### config.mk
export PLATFORM = sky130hd
export DESIGN_NAME = hdlc_byte_unstuff_deframer_flat
export DESIGN_NICKNAME = d
export VERILOG_FILES = /design/src/rtl/core/hdlcdf_pkg.sv /design/src/rtl/core/hdlcdf_in_if.sv /design/src/rtl/core/hdlcdf_out_if.sv /design/src/rtl/core/hdlcdf_cfg_if.sv /design/src/rtl/core/hdlcdf_skid.sv /design/src/rtl/core/hdlc_byte_unstuff_deframer.sv /design/src/flat_wrapper.sv
export SDC_FILE = /design/constraint.sdc
export NUM_CORES = 1
export LEC_CHECK = 0
export BUFFER_PORTS_ARGS = -buffer_cell sky130_fd_sc_hd__buf_2
export CAP_MARGIN = 20
export CORE_AREA = 2 2 91 93
export CTS_BUF_LIST = sky130_fd_sc_hd__clkbuf_8
export CTS_CLUSTER_SIZE = 12
export DETAILED_ROUTE_END_ITERATION = 16
export DIE_AREA = 0 0 93 95
export MAX_ROUTING_LAYER = met4
export PLACE_DENSITY = 0.76
export SYNTH_ARGS = -nofsm -noshare
export SYNTH_HDL_FRONTEND = slang
export SYNTH_SLANG_ARGS = --single-unit
### constraint.sdc
create_clock -name clk -period 3.1 [get_ports clk]
set_input_delay 0.465 -clock clk [delete_from_list [all_inputs] [get_ports clk]]
set_output_delay 0.465 -clock clk [all_outputs]
set_load 0.02 [all_outputs]
### src/rtl/core/hdlcdf_pkg.sv
// Package: shared types and constants for the byte-unstuffing deframer.
`default_nettype none

package hdlcdf_pkg;

  localparam int unsigned BYTE_W      = 8;
  localparam int unsigned POS_W       = 12;
  localparam int unsigned POS_MAX     = (1 << POS_W) - 1;
  localparam int unsigned MAX_FRAME_D = 2048;
  localparam int unsigned CFG_IDX_W   = 2;

  localparam logic [BYTE_W-1:0] CODE_FLAG = 8'h5E;
  localparam logic [BYTE_W-1:0] CODE_ESC  = 8'h5D;

  localparam logic [BYTE_W-1:0] FLAG_RST    = 8'h7E;
  localparam logic [BYTE_W-1:0] ESCAPE_RST  = 8'h7D;
  localparam logic [POS_W-1:0]  MAX_LEN_RST = 12'd2048;

  typedef enum logic [CFG_IDX_W-1:0] {
    REG_FLAG    = 2'd0,
    REG_ESCAPE  = 2'd1,
    REG_MAX_LEN = 2'd2,
    REG_NONE    = 2'd3
  } cfg_reg_t;

  typedef enum logic [2:0] {
    ST_NONE      = 3'd0,
    ST_DATA      = 3'd1,
    ST_EOF       = 3'd2,
    ST_BAD_START = 3'd3,
    ST_BAD_ESC   = 3'd4,
    ST_OVERFLOW  = 3'd5
  } status_t;

  typedef struct packed {
    status_t             status;
    logic [BYTE_W-1:0]   data_byte;
    logic [POS_W-1:0]    position;
  } result_t;

endpackage

`default_nettype wire

### src/rtl/core/hdlcdf_in_if.sv
// Interface: received-byte channel.
`default_nettype none

interface hdlcdf_in_if
  import hdlcdf_pkg::*;
  ();
  logic              valid;
  logic              ready;
  logic [BYTE_W-1:0] rx_byte;

  modport source (output valid, output rx_byte, input ready);
  modport sink   (input valid, input rx_byte, output ready);
endinterface

`default_nettype wire

### src/rtl/core/hdlcdf_out_if.sv
// Interface: result channel.
`default_nettype none

interface hdlcdf_out_if
  import hdlcdf_pkg::*;
  ();
  logic              valid;
  logic              ready;
  logic [2:0]        status;
  logic [BYTE_W-1:0] data_byte;
  logic [POS_W-1:0]  position;

  modport source (output valid, output status, output data_byte, output position,
                  input ready);
  modport sink   (input valid, input status, input data_byte, input position,
                  output ready);
endinterface

`default_nettype wire

### src/rtl/core/hdlcdf_cfg_if.sv
// Interface: configuration write channel.
`default_nettype none

interface hdlcdf_cfg_if
  import hdlcdf_pkg::*;
  ();
  logic                 valid;
  logic                 ready;
  logic [CFG_IDX_W-1:0] index;
  logic [POS_W-1:0]     wdata;

  modport source (output valid, output index, output wdata, input ready);
  modport sink   (input valid, input index, input wdata, output ready);
endinterface

`default_nettype wire

### src/rtl/core/hdlcdf_skid.sv
// Two-entry output buffer: result register plus skid register.
`default_nettype none

module hdlcdf_skid
  import hdlcdf_pkg::*;
(
  input  wire logic    clk,
  input  wire logic    rst_n,
  input  wire logic    push_valid,
  output logic         push_ready,
  input  wire result_t push_data,
  output logic         pop_valid,
  input  wire logic    pop_ready,
  output result_t      pop_data
);

  logic    main_v_r, main_v_nxt;
  logic    skid_v_r, skid_v_nxt;
  result_t main_d_r, main_d_nxt;
  result_t skid_d_r, skid_d_nxt;
  logic    push;
  logic    pop;

  assign push_ready = !skid_v_r;
  assign pop_valid  = main_v_r;
  assign pop_data   = main_d_r;
  assign push       = push_valid && push_ready;
  assign pop        = main_v_r && pop_ready;

  always_comb begin
    main_v_nxt = main_v_r;
    skid_v_nxt = skid_v_r;
    main_d_nxt = main_d_r;
    skid_d_nxt = skid_d_r;
    if (pop) begin
      if (skid_v_r) begin
        // drain the skid beat into the result register
        main_d_nxt = skid_d_r;
        skid_v_nxt = 1'b0;
      end else if (push) begin
        main_d_nxt = push_data;
      end else begin
        main_v_nxt = 1'b0;
      end
    end else if (push) begin
      if (!main_v_r) begin
        main_d_nxt = push_data;
        main_v_nxt = 1'b1;
      end else begin
        // hold the beat while downstream stalls
        skid_d_nxt = push_data;
        skid_v_nxt = 1'b1;
      end
    end
  end

  always_ff @(posedge clk) begin
    if (!rst_n) begin
      main_v_r <= 1'b0;
      skid_v_r <= 1'b0;
    end else begin
      main_v_r <= main_v_nxt;
      skid_v_r <= skid_v_nxt;
    end
    main_d_r <= main_d_nxt;
    skid_d_r <= skid_d_nxt;
  end

endmodule

`default_nettype wire

### src/rtl/core/hdlc_byte_unstuff_deframer.sv
// Byte-unstuffing HDLC deframer: one received byte in, one result out.
// Throughput: one byte per cycle while the skid register is empty; frame state updates in a
// single compare-and-count step. Each result is registered in the output buffer on acceptance.
// A two-entry output buffer lets input continue for one beat while the output stalls.
// Reset (synchronous, active low): out of frame, no escape pending, count zero,
// registers back to flag 0x7E, escape 0x7D, length limit 2048.
`default_nettype none

module hdlc_byte_unstuff_deframer
  import hdlcdf_pkg::*;
#(
  parameter int unsigned MAX_FRAME = MAX_FRAME_D
) (
  input  wire logic     clk,
  input  wire logic     rst_n,
  hdlcdf_in_if.sink     in_ch,
  hdlcdf_out_if.source  out_ch,
  hdlcdf_cfg_if.sink    cfg_ch
);

  localparam int unsigned CAP = (MAX_FRAME > POS_MAX) ? POS_MAX : MAX_FRAME;
  localparam logic [POS_W-1:0] CAP_V = POS_W'(CAP);

  logic [BYTE_W-1:0] flag_r, flag_nxt;
  logic [BYTE_W-1:0] escape_r, escape_nxt;
  logic [POS_W-1:0]  max_len_r, max_len_nxt;

  logic              in_frame_r, in_frame_nxt;
  logic              esc_pend_r, esc_pend_nxt;
  logic [POS_W-1:0]  count_r, count_nxt;

  logic              in_acc;
  logic              buf_ready;
  logic [BYTE_W-1:0] b;
  logic [POS_W-1:0]  limit;
  logic              full;
  result_t           res;
  result_t           out_res;

  assign cfg_ch.ready = 1'b1;
  assign in_ch.ready  = buf_ready;
  assign in_acc       = in_ch.valid && buf_ready;
  assign b            = in_ch.rx_byte;
  assign limit        = (max_len_r > CAP_V) ? CAP_V : max_len_r;
  assign full         = (count_r >= limit);

  always_comb begin
    flag_nxt    = flag_r;
    escape_nxt  = escape_r;
    max_len_nxt = max_len_r;
    if (cfg_ch.valid) begin
      case (cfg_reg_t'(cfg_ch.index))
        REG_FLAG:    flag_nxt    = cfg_ch.wdata[BYTE_W-1:0];
        REG_ESCAPE:  escape_nxt  = cfg_ch.wdata[BYTE_W-1:0];
        REG_MAX_LEN: max_len_nxt = cfg_ch.wdata;
        default:     ;
      endcase
    end
  end

  always_comb begin
    in_frame_nxt  = in_frame_r;
    esc_pend_nxt  = esc_pend_r;
    count_nxt     = count_r;
    res.status    = ST_NONE;
    res.data_byte = '0;
    res.position  = '0;
    if (!in_frame_r) begin
      if (b == flag_r) begin
        in_frame_nxt = 1'b1;
        esc_pend_nxt = 1'b0;
        count_nxt    = '0;
      end else begin
        res.status = ST_BAD_START;
      end
    end else if (b == flag_r) begin
      // flag wins, even with an escape pending
      res.status   = ST_EOF;
      res.position = count_r;
      in_frame_nxt = 1'b0;
      esc_pend_nxt = 1'b0;
      count_nxt    = '0;
    end else if (esc_pend_r && b != CODE_FLAG && b != CODE_ESC) begin
      // leave state alone, escape stays pending
      res.status   = ST_BAD_ESC;
      res.position = count_r;
    end else if (!esc_pend_r && b == escape_r) begin
      esc_pend_nxt = 1'b1;
    end else begin
      esc_pend_nxt = 1'b0;
      res.position = count_r;
      if (full) begin
        res.status = ST_OVERFLOW;
      end else begin
        res.status = ST_DATA;
        if (!esc_pend_r) begin
          res.data_byte = b;
        end else if (b == CODE_FLAG) begin
          res.data_byte = flag_r;
        end else begin
          res.data_byte = escape_r;
        end
        count_nxt = count_r + 1'b1;
      end
    end
  end

  always_ff @(posedge clk) begin
    if (!rst_n) begin
      flag_r     <= FLAG_RST;
      escape_r   <= ESCAPE_RST;
      max_len_r  <= MAX_LEN_RST;
      in_frame_r <= 1'b0;
      esc_pend_r <= 1'b0;
      count_r    <= '0;
    end else begin
      flag_r    <= flag_nxt;
      escape_r  <= escape_nxt;
      max_len_r <= max_len_nxt;
      if (in_acc) begin
        in_frame_r <= in_frame_nxt;
        esc_pend_r <= esc_pend_nxt;
        count_r    <= count_nxt;
      end
    end
  end

  hdlcdf_skid u_skid (
    .clk        (clk),
    .rst_n      (rst_n),
    .push_valid (in_ch.valid),
    .push_ready (buf_ready),
    .push_data  (res),
    .pop_valid  (out_ch.valid),
    .pop_ready  (out_ch.ready),
    .pop_data   (out_res)
  );

  assign out_ch.status    = out_res.status;
  assign out_ch.data_byte = out_res.data_byte;
  assign out_ch.position  = out_res.position;

endmodule

`default_nettype wire
### src/flat_wrapper.sv
// flat-port wrapper written by rule: the top's interface ports become plain ports
module hdlc_byte_unstuff_deframer_flat import hdlcdf_pkg::*;
#(
  parameter int unsigned MAX_FRAME = MAX_FRAME_D
)
  (clk, rst_n, in_ch_valid, in_ch_rx_byte, in_ch_ready, out_ch_valid, out_ch_status, out_ch_data_byte, out_ch_position, out_ch_ready, cfg_ch_valid, cfg_ch_index, cfg_ch_wdata, cfg_ch_ready);
  hdlcdf_in_if in_ch_i ();
  hdlcdf_out_if out_ch_i ();
  hdlcdf_cfg_if cfg_ch_i ();
  input  wire logic clk;
  input  wire logic rst_n;
  input wire logic [$bits(in_ch_i.valid)-1:0] in_ch_valid;
  input wire logic [$bits(in_ch_i.rx_byte)-1:0] in_ch_rx_byte;
  output wire logic [$bits(in_ch_i.ready)-1:0] in_ch_ready;
  output wire logic [$bits(out_ch_i.valid)-1:0] out_ch_valid;
  output wire logic [$bits(out_ch_i.status)-1:0] out_ch_status;
  output wire logic [$bits(out_ch_i.data_byte)-1:0] out_ch_data_byte;
  output wire logic [$bits(out_ch_i.position)-1:0] out_ch_position;
  input wire logic [$bits(out_ch_i.ready)-1:0] out_ch_ready;
  input wire logic [$bits(cfg_ch_i.valid)-1:0] cfg_ch_valid;
  input wire logic [$bits(cfg_ch_i.index)-1:0] cfg_ch_index;
  input wire logic [$bits(cfg_ch_i.wdata)-1:0] cfg_ch_wdata;
  output wire logic [$bits(cfg_ch_i.ready)-1:0] cfg_ch_ready;
  assign in_ch_i.valid = in_ch_valid;
  assign in_ch_i.rx_byte = in_ch_rx_byte;
  assign in_ch_ready = in_ch_i.ready;
  assign out_ch_valid = out_ch_i.valid;
  assign out_ch_status = out_ch_i.status;
  assign out_ch_data_byte = out_ch_i.data_byte;
  assign out_ch_position = out_ch_i.position;
  assign out_ch_i.ready = out_ch_ready;
  assign cfg_ch_i.valid = cfg_ch_valid;
  assign cfg_ch_i.index = cfg_ch_index;
  assign cfg_ch_i.wdata = cfg_ch_wdata;
  assign cfg_ch_ready = cfg_ch_i.ready;
  hdlc_byte_unstuff_deframer #(.MAX_FRAME(MAX_FRAME)) u_core (.clk(clk), .rst_n(rst_n), .in_ch(in_ch_i), .out_ch(out_ch_i), .cfg_ch(cfg_ch_i));
endmodule
## After elaboration in Yosys (flattened, before gate mapping)

Index checks and enable logic that the tools add are counted.

| word-level totals | value |
|---|---|
| register bits | 90 |
| input port bits | 27 |

| operators by class | value |
|---|---|
| add/sub/neg operators | 1 |
| order comparisons | 2 |
| equality and inequality tests | 13 |
| multiplexer cells | 38 |
| bitwise operators | 2 |
| reduce and logical (&&, ||, !) cells | 21 |

Operators with widths:

| kind | number |
|---|---|
| two-way mux 23 bit | 6 |
| two-way mux 12 bit | 9 |
| two-way mux 8 bit | 5 |
| two-way mux 20 bit | 1 |
| == test 8 bit | 2 |
| != test 8 x 7 -> 1 bit (second input constant) | 2 |
| adder 12 x 1 -> 12 bit (second input constant) | 1 |
| greater-or-equal comparator 12 bit | 1 |
| > comparator 12 bit (second input constant) | 1 |
| two-way mux 1 bit | 12 |
| two-way mux 3 bit | 4 |
| AND reduction 3 bit | 4 |
| == test 8 x 7 -> 1 bit (second input constant) | 1 |
| AND reduction 2 bit | 4 |
| != test 2 x 1 -> 1 bit (second input constant) | 3 |
| != test 2 bit (second input constant) | 3 |
| nonzero test 2 bit | 3 |
| logical AND 1 bit | 5 |
| AND reduction 5 bit | 1 |
| == test 2 x 1 -> 1 bit (second input constant) | 1 |
| == test 2 bit (second input constant) | 1 |
| logical NOT 1 bit | 2 |
| logical NOT 2 bit | 1 |
| two-way mux 2 bit | 1 |
| other kinds (2) | 3 |

## Depth between registers and ports, before layout

Gate-level depths: netlist of the first run.

| logic depth | value |
|---|---|
| depth in word-level cells | 11 |
| depth in mapped cells | 12 |

## By module

A second synthesis of the first run with hierarchy kept.

| second synthesis, totals | value |
|---|---|
| cells, all modules | 422 |
| area total of the unflattened synthesis | 4524.3 sq um |

Modules (own cells, without submodules):

| module | times used | cells each | area an instance (sq um) |
|---|---|---|---|
| hdlc_byte_unstuff_deframer | 1 | 336 | 2656.3 |
| hdlcdf_skid | 1 | 86 | 1868.0 |

## Worst setup path before layout of the first run

Ideal clock, no wire load.

| timing path | value |
|---|---|
| path type | in2reg |
| start | input in_ch_rx_byte[0] |
| end | register u_core.count_r[1] |
| arrival time | 2.722 ns |
| required time | 3.028 ns |
| path slack | 0.306 ns |
| stages on the path | 12 |
| buffers on the path | 2 |
| cells stage by stage | buf_2 > xor2_1 > nor4_1 > and2_1 > buf_2 > inv_2 > ha_1 > or2_2 > nor2_1 > nand2_1 > o21ai_2 > mux2i_1 |

| on the way | value |
|---|---|
| cells in the longest elaborated chain, start to end | 5 |
| elaborated cells on any way between the ends | 14 |
| those cells by class | eq/ne: 7; mux: 2; reduce/logical: 5 |

RTL lines:

| what | RTL line | RTL |
|---|---|---|
| from (decl) | flat_wrapper.sv:13 | `input wire logic [$bits(in_ch_i.rx_byte)-1:0] in_ch_rx_byte;` |
| != test 8 x 7 -> 1 bit | hdlc_byte_unstuff_deframer.sv:83 | `end else if (esc_pend_r && b != CODE_FLAG && b != CODE_ESC) begin` |
| logical AND 1 bit (2 in series) | hdlc_byte_unstuff_deframer.sv:83 |  |
| != test 2 x 1 -> 1 bit (no source line) | - |  |
| AND reduction 5 bit (no source line) | - |  |
| to (signal assigned) | hdlc_byte_unstuff_deframer.sv:123 | `count_r <= count_nxt;` |
| to (decl) | hdlc_byte_unstuff_deframer.sv:30 | `logic [POS_W-1:0] count_r, count_nxt;` |

Parallel ways exist; a longest one is shown, timed or not.
A chain may end at the register's enable or synchronous reset.

==> results of run 1 <==
==> cell type report <==
class	count	area share, %
repair buffers	59	6.30
flip-flops and latches	90	43.5
clock buffers	9	2.38
multi-input cells	332	43.0
inverters	11	0.794
well taps	105	2.53
clock inverters	7	1.49
==> worst paths after layout <==
kind | slack, ps | end | cells after the start | from
worst max-delay path | 320 | u_core.u_skid.pop_data[14] | 9 | u_core.max_len_r[11]
worst min register to register | 470 | u_core.max_len_r[1] | 2 | u_core.max_len_r[1]
worst min-delay path | 340 | u_core.max_len_r[11] | 3 | cfg_ch_wdata[11]
worst max register to register | 320 | u_core.u_skid.pop_data[14] | 9 | u_core.max_len_r[11]
==> worst min-delay path, stage by stage <==
cell      delay, ps
buf_2            70
nand2_1          40
o211ai_1         90
==> layout by cell type (no fill, tap or decap), types with 8 or more instances in the layout <==
master	instances
mux2_2	20
clkbuf_8	9
a211oi_2	8
buf_2	51
inv_1	10
mux2i_1	9
ha_1	16
dfxtp_1	44
nand3_1	22
nor2_1	22
xor2_1	16
and2_1	11
nand4_1	10
a21boi_0	16
nand2_1	92
edfxtp_1	46
==> power groups by stage <==
stage / registers, uW / clock network, uW / logic [uW]
after floorplan: 1380 / 0 / 118
after global placement: 1350 / 0 / 216
after detailed placement: 1350 / 0 / 221
after CTS: 1320 / 814 / 222
after global routing: 1330 / 864 / 245
final: 1320 / 800 / 221
==> flip-flops by register name (all words and copies together), names as in the netlist <==
signal	cells
u_core.u_skid.pop_data	23
u_core.u_skid.skid_d_r	23
u_core.count_r	12
u_core.max_len_r	12
u_core.escape_r	8
u_core.flag_r	8
u_core.esc_pend_r	1
u_core.in_frame_r	1
u_core.u_skid.pop_valid	1
u_core.u_skid.skid_v_r	1
==> cell families (layout without fill, tap and decap cells) <==
family,Yosys count,in the layout,synth area share [%]
flip-flops,90,90,48.9
AND/OR/NAND/NOR,204,204,22.2
other,1,1,0.0811
XOR/XNOR,17,17,3.22
buffers and inverters,31,86,2.84
multiplexers,29,29,6.82
adder cells (fa/ha/maj),16,16,4.33
AO/OA/AOI/OAI,65,65,11.6
==> metrics by stage <==
stage / total power, uW / area [sq um] / hold slack (ps)
after floorplan: 1490 / 4620 / 439
after global placement: 1560 / 5000 / 452
after detailed placement: 1570 / 5000 / 462
after CTS: 2360 / 5200 / 333
after global routing: 2440 / 5200 / 357
final: 2340 / 5200 / 342
==> per-layer routing <==
layer / global-route usage [%] / vias up
met2: 34.4 / 94
met5: - / -
met1: 32.0 / 1606
met3: 3.43 / 11
li1: - / 1732
met4: 10.3 / 0
==> out/results.txt, run 1 <==
Multi-input gate area: 2240 sq um
Synth warn: 0
Worst Path Arrival: 3010 ps
Post-synthesis sequential area ratio: 48.9%
Clk_skew: 12.3 ps
Mapped Cells: 453
Status: completed
Post-DP HPWL: 6.75 mm
RSZ-0062 raised after global routing: false
Clock Latency Late Sink: 360 ps
DR iter-0 viols: 243
Startpoint Class: flip-flop
HP Class: input port to flip-flop
Most frequent cell after synthesis: nand2_1
CTS Root Cell: clkbuf_8
M1 wire length: 4.40 mm
CTS Buf Count: 9
Gr ovfl total: 0
Gr usage total: 23.2%
Mapped cell area: 4620 sq um
Sequential group share of total power: 56.5%
Syn_nets: 496
Crit path capture type: flip-flop
Fill count: 670
Pint: 1750 uW
Ant. Diodes: 0
# rows: 33
Final setup violating endpoints: 0
Netlist cell types: 61
Pwr dens: 451 nW/um^2
Port bufs: 51
Commonest cells in the netlist: 92 x nand2_1, 46 x edfxtp_1, 44 x dfxtp_1
Final hold viol count: 0
Cell Chain, Critical Path: inv_1 -> nand2_1 -> ha_1 -> a21o_1 -> a21o_1 -> a22oi_1 -> nand4_2 -> a211oi_2 -> mux2_2
EDFF count, synth: 46
Avg Synthesized Cell Area: 10.2 sq um
Wire per inst: 15.0 microns
Area Growth Syn to Fin: 12.5%
Max-slew violations: 0
Combinational Power Share: 9.4%
WL final: 9.21 mm
H-tree depth: 3
Final core utilization: 65.6%
Async set or reset register ratio after synthesis: 0%
Sw Ratio: 25.2%
Most used cell, CP: a21o_1
Critical Path Max Stage Delay: 400 ps
Sw power: 591 uW
P_leak: 0.00199 uW
Pin count of the biggest net entering global routing: 55
CP Max Fanout: 9
Initial Utilization: 58.3%
Antenna violations before repair: 0
Post-cts repair resize count: 0
Synth area leaders: edfxtp_1 30%, dfxtp_1 19%, nand2_1 7.5%
I/O pin count: 53
CTS tree: done
Fin cells: 613
Share of cells above drive strength 1: 24.6%
Drt first pass iters: 4
Share of the synthesized area in the top cell type: 29.9%
Met2 Wirelength: 4.17 mm
Pre-CTS WS: 197 ps
Cell family with most CP delay: compound AO/OA/AOI/OAI gates
Critical path type: flip-flop to flip-flop
DRC viols: 0
Die Footprint: 8840 sq um
Req. time, crit path: 3330 ps
Post-synth top area cell: edfxtp_1
Vias in the first global route: 3174
Crit-path slowest cell: a22oi_1
Bufs and invs on worst path: 1
Clock power frac: 34.1%
ANT nets after route: 0
Peak supply drop: 0.000277 V
Post-route setup TNS: 0 ps
Max-cap violations: 0
Post-CTS Hold Fix Bufs: 0
Tcrit/Tclk final: 89.7%
Most used DFF post-synth: edfxtp_1
Global-route wire length before repair: 15.6 mm
Highest routing layer actually used: met4
Clk sinks: 90
WL met3: 472 microns
Synth Register Bits: 90
Buffers inserted by post-CTS timing repair: 0
Sequential cell area: 2260 sq um
Placed Cells: 597
Least-Margin Pin Slew: 942 ps
Clock slew at reported path FFs: 90 ps
Height of the die: 95 microns
Worst slew margin: 37.0%
GPL Wtd Cong: 0.889
Net count, final: 546
Vias/cell: 5.62
Fin worst setup slack: 320 ps
Fmax: 360 MHz
Total number of vias: 3443
Die X-Extent: 93 microns
Max Buffers Root-to-Sink: 2
Final Critical Period: 2780 ps
Core ar.: 7930 sq um
(Power assumes the default switching activity.)
==> run 2, diff against run 1 <==
CORE_AREA = 2 2 90 92   (was 2 2 91 93)
DIE_AREA = 0 0 92 94   (was 0 0 93 95)
PLACE_DENSITY = 0.77   (was 0.76)
SYNTH_HIERARCHICAL = 1   (was default)
==> run 2 against run 1 <==
Compared with the run above: synthesized cell count down 6.8%; critical path depth increased by 2; cell area grew 0.34%; first-iteration DRC count grew 1.2%; final cell count is 4.4% lower; die area down 2.1%; setup slack worse by 240 ps; area after synthesis decreased by 2.1%; sequential share of layout area is 0.050 points lower; combinational power rose by 3%; via count is 6.4% lower; wire length shrank 4.1%; highest routed layer unchanged.
==> out/results.txt, run 2 <==
Post-CTS Hold Fix Bufs: 0 (unchanged)
Max Buffers Root-to-Sink: 2 (unchanged)
Async set or reset register ratio after synthesis: 0% (unchanged)
EDFF count, synth: 46 (unchanged)
Clk_skew: 8.76 ps (-3.56 ps)
Gr ovfl total: 0 (unchanged)
Avg Synthesized Cell Area: 10.7 sq um (+5.1%)
Commonest cells in the netlist: 81 x nand2_1, 46 x edfxtp_1, 44 x dfxtp_1
Capturing point of the worst reg2reg path: u_core/u_skid/pop_data[13]
Critical path type: flip-flop to flip-flop
Share of the synthesized area in the top cell type: 30.5% (+0.64 points)
Most used DFF post-synth: edfxtp_1
Initial Utilization: 59.5% (+1.2 points)
Tcrit/Tclk final: 97.3% (+7.6 points)
Least-Margin Pin Slew: 862 ps (-79.9 ps)
Hold WS: 335 ps (-6.81 ps)
Synth warn: 6 (+6)
Post-synth top area cell: edfxtp_1
Crit path capture type: flip-flop
Req. time, crit path: 3340 ps (about the same)
Antenna violations before repair: 0 (unchanged)
Peak supply drop: 0.000208 V (-25%)
Final Critical Period: 3020 ps (+237 ps)
Commonest non-fill, non-tap cell in the layout: nand2_1
DR iter-0 viols: 246 (+1.2%)
Post-synthesis sequential area ratio: 50.0% (+1.1 points)
Synth area leaders: edfxtp_1 31%, dfxtp_1 19%, nand2_1 6.7%
Pwr dens: 445 nW/um^2 (-1.2%)
Status: completed
Wire per inst: 15.1 microns (+0.31%)
Core ar.: 7610 sq um (-4.0%)
Worst r2r path cells: 11 (+2)
Netlist cell types: 53 (-13%)
Worst slew margin: 42.4% (+5.3 points)
Synth Register Bits: 90 (unchanged)
Ant. Diodes: 0 (unchanged)
DRC viols: 0 (unchanged)
Multi-input gate area: 2230 sq um (-0.34%)
Reg2Reg Setup Slack: 80 ps (-240 ps)
HP Class: input port to flip-flop
P_leak: 0.00205 uW (+3.0%)
CP Max Fanout: 8 (-1)
Final hold viol count: 0 (unchanged)
ANT nets after route: 0 (unchanged)
I/O pin count: 53 (unchanged)
Final setup violating endpoints: 0 (unchanged)
Final core utilization: 68.6% (+3.0 points)
Area Growth Syn to Fin: 15.3%
Startpoint Class: flip-flop
Height of the die: 94 microns (-1.1%)
Clock Latency Late Sink: 360 ps (about the same)
Pin count of the biggest net entering global routing: 35 (-36%)
Max-cap violations: 0 (unchanged)
Max-slew violations: 0 (unchanged)
Fill count: 598 (-11%)
Die Footprint: 8650 sq um (-2.1%)
CP startpoint: u_core/max_len_r[11]
Fmax: 332 MHz (-7.9%)
R2R Path Start: u_core/max_len_r[11]
Total Power: 2320 uW (-0.87%)
GPL Wtd Cong: 0.805 (-9.4%)
Vias in the first global route: 3018 (-4.9%)
Vias/cell: 5.50 (-2.1%)
Commonest non-fill, non-tap cells in the layout: 81 x nand2_1, 51 x buf_2, 46 x edfxtp_1
Sequential cell area: 2270 sq um (+0.22%)
Crit path capture: u_core/u_skid/pop_data[13]
# rows: 32 (-3.0%)
Share of cells above drive strength 1: 26.4% (+1.8 points)
Mapped cell area: 4520 sq um (-2.1%)
CTS Buf Count: 9 (unchanged)
Clock slew at reported path FFs: 100 ps (about the same)
Mapped Cells: 422 (-6.8%)
Gr usage total: 22.2% (-1.1 points)
Net count, final: 522 (-4.4%)
Most frequent cell after synthesis: nand2_1
Drt first pass iters: 4 (unchanged)
Die X-Extent: 92 microns (-1.1%)
Global-route wire length before repair: 14.6 mm (-6.6%)
Port bufs: 51 (unchanged)
H-tree depth: 3 (unchanged)
CTS Root Cell: clkbuf_8
WL final: 8.83 mm (-4.1%)
CTS tree: done
Clk sinks: 90 (unchanged)
Post-DP HPWL: 6.44 mm (-4.6%)
Total number of vias: 3221 (-6.4%)
Worst Path Arrival: 3260 ps (+250 ps)
Syn_nets: 465 (-6.3%)
run 2: cells by family after synthesis:
family	after synthesis	share of synthesized area [%]
AND/OR/NAND/NOR	169	18.4
buffers and inverters	27	2.90
adder cells (fa/ha/maj)	16	4.42
other	1	0.0829
flip-flops	90	50.0
XOR/XNOR	17	3.29
multiplexers	31	9.15
AO/OA/AOI/OAI	71	11.7
run 2: where the power goes:
group,switching [uW],total (uW),internal [uW]
Combinational,142,227,84.7
Sequential,24.7,1320,1290
Clock,463,778,315
run 2: layout make-up:
class | count | area share, %
flip-flops and latches | 90 | 43.5
multi-input cells | 305 | 42.7
repair buffers | 66 | 7.12
well taps | 102 | 2.45
clock buffers | 9 | 2.37
clock inverters | 7 | 1.39
inverters | 7 | 0.504
run 2: worst min-delay path by stage:
stage                                    from              endpoint  cells after the start
after floorplan           u_core/max_len_r[0]   u_core/max_len_r[0]                      2
after global placement    u_core/max_len_r[0]   u_core/max_len_r[0]                      2
after detailed placement  u_core/max_len_r[5]   u_core/max_len_r[5]                      2
after CTS                    cfg_ch_wdata[11]  u_core/max_len_r[11]                      3
after global routing          cfg_ch_wdata[8]   u_core/max_len_r[8]                      3
final                        cfg_ch_wdata[11]  u_core/max_len_r[11]                      3
run 2: critical path, stage by stage (launching register included):
cell and delay [ps]:
dfxtp_2 340, inv_2 60, buf_4 110, nand2_1 60
ha_1 180, a21o_1 150, a21o_1 170, a211o_1 340
or4b_4 520, or3_4 500, a211oi_4 270, mux2_4 180
run 2: layer usage:
metal  share of wire [%]  up-vias  wire [microns]  track usage (%)
li1                    -     1619               -                -
met1                  47     1520            4140             29.1
met2                  48       78            4240             35.2
met3                 4.4        4             391             3.45
met4                0.68        0              60             8.21
met5                   0        -               0                -
run 2: timing repair:
action | 4_1_cts | 5_1_grt
cloned | 0 | 0
pin swaps | 0 | 5
buffers inserted | 0 | 1
resized for setup | 1 | 17
endpoints found under the setup margin | 8 | 8
endpoints found under the hold margin | 0 | 0
run 2: per-stage QoR:
step / setup slack (ps) / std cells / area [sq um] / TNS (ps)
floorplan: 4.40 / 422 / 4520 / 0
global placement: 91.5 / 569 / 4910 / 0
detailed placement: -51.4 / 569 / 4910 / -177
CTS: 47.0 / 585 / 5110 / 0
global route: -17.4 / 586 / 5220 / -17.4
finish: 83.6 / 586 / 5220 / 0
==> run 3, diff against run 2 <==
--- a/config.mk
+++ b/config.mk
@@ -9,3 +9,3 @@
 export CAP_MARGIN = 20
-export CORE_AREA = 2 2 90 92
+export CORE_AREA = 2 2 117 119
 export CTS_BUF_LIST = sky130_fd_sc_hd__clkbuf_8
@@ -13,5 +13,6 @@
 export DETAILED_ROUTE_END_ITERATION = 16
-export DIE_AREA = 0 0 92 94
+export DIE_AREA = 0 0 119 121
+export GPL_ROUTABILITY_DRIVEN = 0
 export MAX_ROUTING_LAYER = met4
-export PLACE_DENSITY = 0.77
+export PLACE_DENSITY = 0.48
 export SYNTH_ARGS = -nofsm -noshare
--- a/constraint.sdc
+++ b/constraint.sdc
@@ -3,2 +3,2 @@
 set_output_delay 0.465 -clock clk [all_outputs]
-set_load 0.02 [all_outputs]
+set_load 0.1 [all_outputs]
==> run 3 against run 2 <==
Compared with the run above: wire length rose by 8.0%; die area rose by 67%; clock-buffer cell count did not move; critical path depth did not move; non-clock buffer count rose by 4; final cell count rose by 13%; critical path type unchanged; largest power group unchanged.
==> out/results.txt, run 3 (synthesis results as in run 2) <==
Status: completed
Peak supply drop: 0.000177 V (-15%)
Total Power: 2500 uW (+7.6%)
H-tree depth: 3 (unchanged)
Max Buffers Root-to-Sink: 2 (unchanged)
Ant. Diodes: 0 (unchanged)
I/O pin count: 53 (unchanged)
Pwr dens: 465 nW/um^2 (+4.4%)
Die X-Extent: 119 microns (+29%)
Final hold viol count: 0 (unchanged)
Sequential cell area: 2260 sq um (-0.11%)
Req. time, crit path: 3340 ps (about the same)
Crit path capture type: flip-flop
Vias/cell: 4.83 (-12%)
Clk_skew: 9.15 ps (+0.391 ps)
CTS Root Cell: clkbuf_8
Port bufs: 51 (unchanged)
ANT nets after route: 0 (unchanged)
Critical Path Max Stage Delay: 550 ps (+30 ps)
Least-Margin Pin Slew: 961 ps (+98.9 ps)
Worst Path Arrival: 3260 ps (about the same)
Net count, final: 526 (+0.77%)
Initial Utilization: 34.6% (-25 points)
Max-slew violations: 0 (unchanged)
CTS tree: done
CTS Buf Count: 9 (unchanged)
Most used cell, CP: a21o_1
Gr usage total: 14.3% (-7.9 points)
Post-route setup TNS: 0 ps (unchanged)
Commonest non-fill, non-tap cell in the layout: nand2_1
Fmax: 331 MHz (-0.26%)
Startpoint Class: flip-flop
P_leak: 0.00208 uW (+1.4%)
Final setup violating endpoints: 0 (unchanged)
Gr ovfl total: 0 (unchanged)
Wire per inst: 14.4 microns (-4.7%)
DR iter-0 viols: 135 (-45%)
Drt first pass iters: 4 (unchanged)
Clk sinks: 90 (unchanged)
Share of cells above drive strength 1: 27.7% (+1.2 points)
Post-DP HPWL: 7.09 mm (+10%)
Vias in the first global route: 3110 (+3.0%)
Worst slew margin: 35.8% (-6.6 points)
Fill count: 1304 (+120%)
Critical path type: flip-flop to flip-flop
Final Critical Period: 3020 ps (+7.88 ps)
Core ar.: 13100 sq um (+72%)
DRC viols: 0 (unchanged)
Crit-path slowest cell: or4b_4
Commonest non-fill, non-tap cells in the layout: 81 x nand2_1, 51 x buf_2, 46 x edfxtp_1
Area Growth Syn to Fin: 18.8%
Height of the die: 121 microns (+29%)
Fin worst setup slack: 75.7 ps (-7.88 ps)
Pre-CTS WS: -58.5 ps (-7.13 ps)
CP Max Fanout: 8 (unchanged)
Multi-input gate area: 2260 sq um (+1.5%)
Pin count of the biggest net entering global routing: 35 (unchanged)
Clock slew at reported path FFs: 90 ps (about the same)
Clock Latency Late Sink: 360 ps (about the same)
Cell Chain, Critical Path: inv_2 -> buf_4 -> nand2_1 -> ha_1 -> a21o_1 -> a21o_1 -> a211o_1 -> or4b_4 -> or3_4 -> a211oi_2 -> mux2_4
WL final: 9.53 mm (+8.0%)
Max-cap violations: 0 (unchanged)
HP Class: input port to flip-flop
Antenna violations before repair: 0 (unchanged)
Total number of vias: 3205 (-0.50%)
Tcrit/Tclk final: 97.6% (+0.25 points)
Global-route wire length before repair: 16.0 mm (+9.8%)
# rows: 42 (+31%)
Die Footprint: 14400 sq um (+67%)
-- run 3: layout make-up --
class	count	area share (%)
Multi-Input combinational cell	305	42.1
Timing Repair Buffer	70	7.47
Tap cell	176	4.10
Inverter	7	0.489
Sequential cell	90	42.1
Clock buffer	9	2.30
Clock inverter	7	1.44
-- run 3: critical path, delay by kind of cell (launching register included) --
kind                       cells  cell delay [ps]
DFF                            1              330
AOI/OAI and AO/OA              4              930
muxes                          1              180
adders and majority gates      1              190
buffers and inverters          2              170
and+or+nand+nor                3             1100
-- run 3: repair_timing --
| action | 4_1_cts | 5_1_grt |
|---|---|---|
| setup endpoints to repair | 8 | 8 |
| hold buffers | 0 | 0 |
| gates resized for setup | 1 | 18 |
| pin swaps | 0 | 6 |
| buffers inserted | 0 | 2 |
| cloned | 0 | 0 |
-- run 3: worst paths after layout --
kind | cells after the start | slack, ps | startpoint | to
max reg2reg | 11 | 80 | u_core/max_len_r[11] | u_core/u_skid/pop_data[13]
min reg2reg | 2 | 470 | u_core/max_len_r[9] | u_core/max_len_r[9]
max | 11 | 80 | u_core/max_len_r[11] | u_core/u_skid/pop_data[13]
min | 3 | 360 | cfg_ch_wdata[11] | u_core/max_len_r[11]
-- run 3: per-layer routing --
| layer | routed length [microns] | GRT usage [%] | part of all wire (%) |
|---|---|---|---|
| met5 | 0 | - | 0 |
| met4 | 109 | 4.46 | 1.1 |
| met3 | 364 | 2.68 | 3.8 |
| met2 | 4090 | 20.8 | 43 |
| met1 | 4970 | 20.2 | 52 |
-- run 3: metrics by stage --
stage | area, sq um | cells | util, % | hold slack, ps
detailed placement | 5030 | 646 | 38.4 | 464
floorplan | 4530 | 422 | - | 439
global placement | 5030 | 646 | 38.4 | 452
CTS | 5230 | 662 | 40.0 | 341
global route | 5380 | 664 | 41.1 | 361
finish | 5380 | 664 | 41.1 | 358
-- run 3: power by group --
group	switching (uW)	internal (uW)	leakage, uW	total (uW)
sequential	24.3	1290	0.000803	1320
clock	432	378	0.0000998	810
combinational	286	85.0	0.00117	371
total	742	1760	0.00208	2500
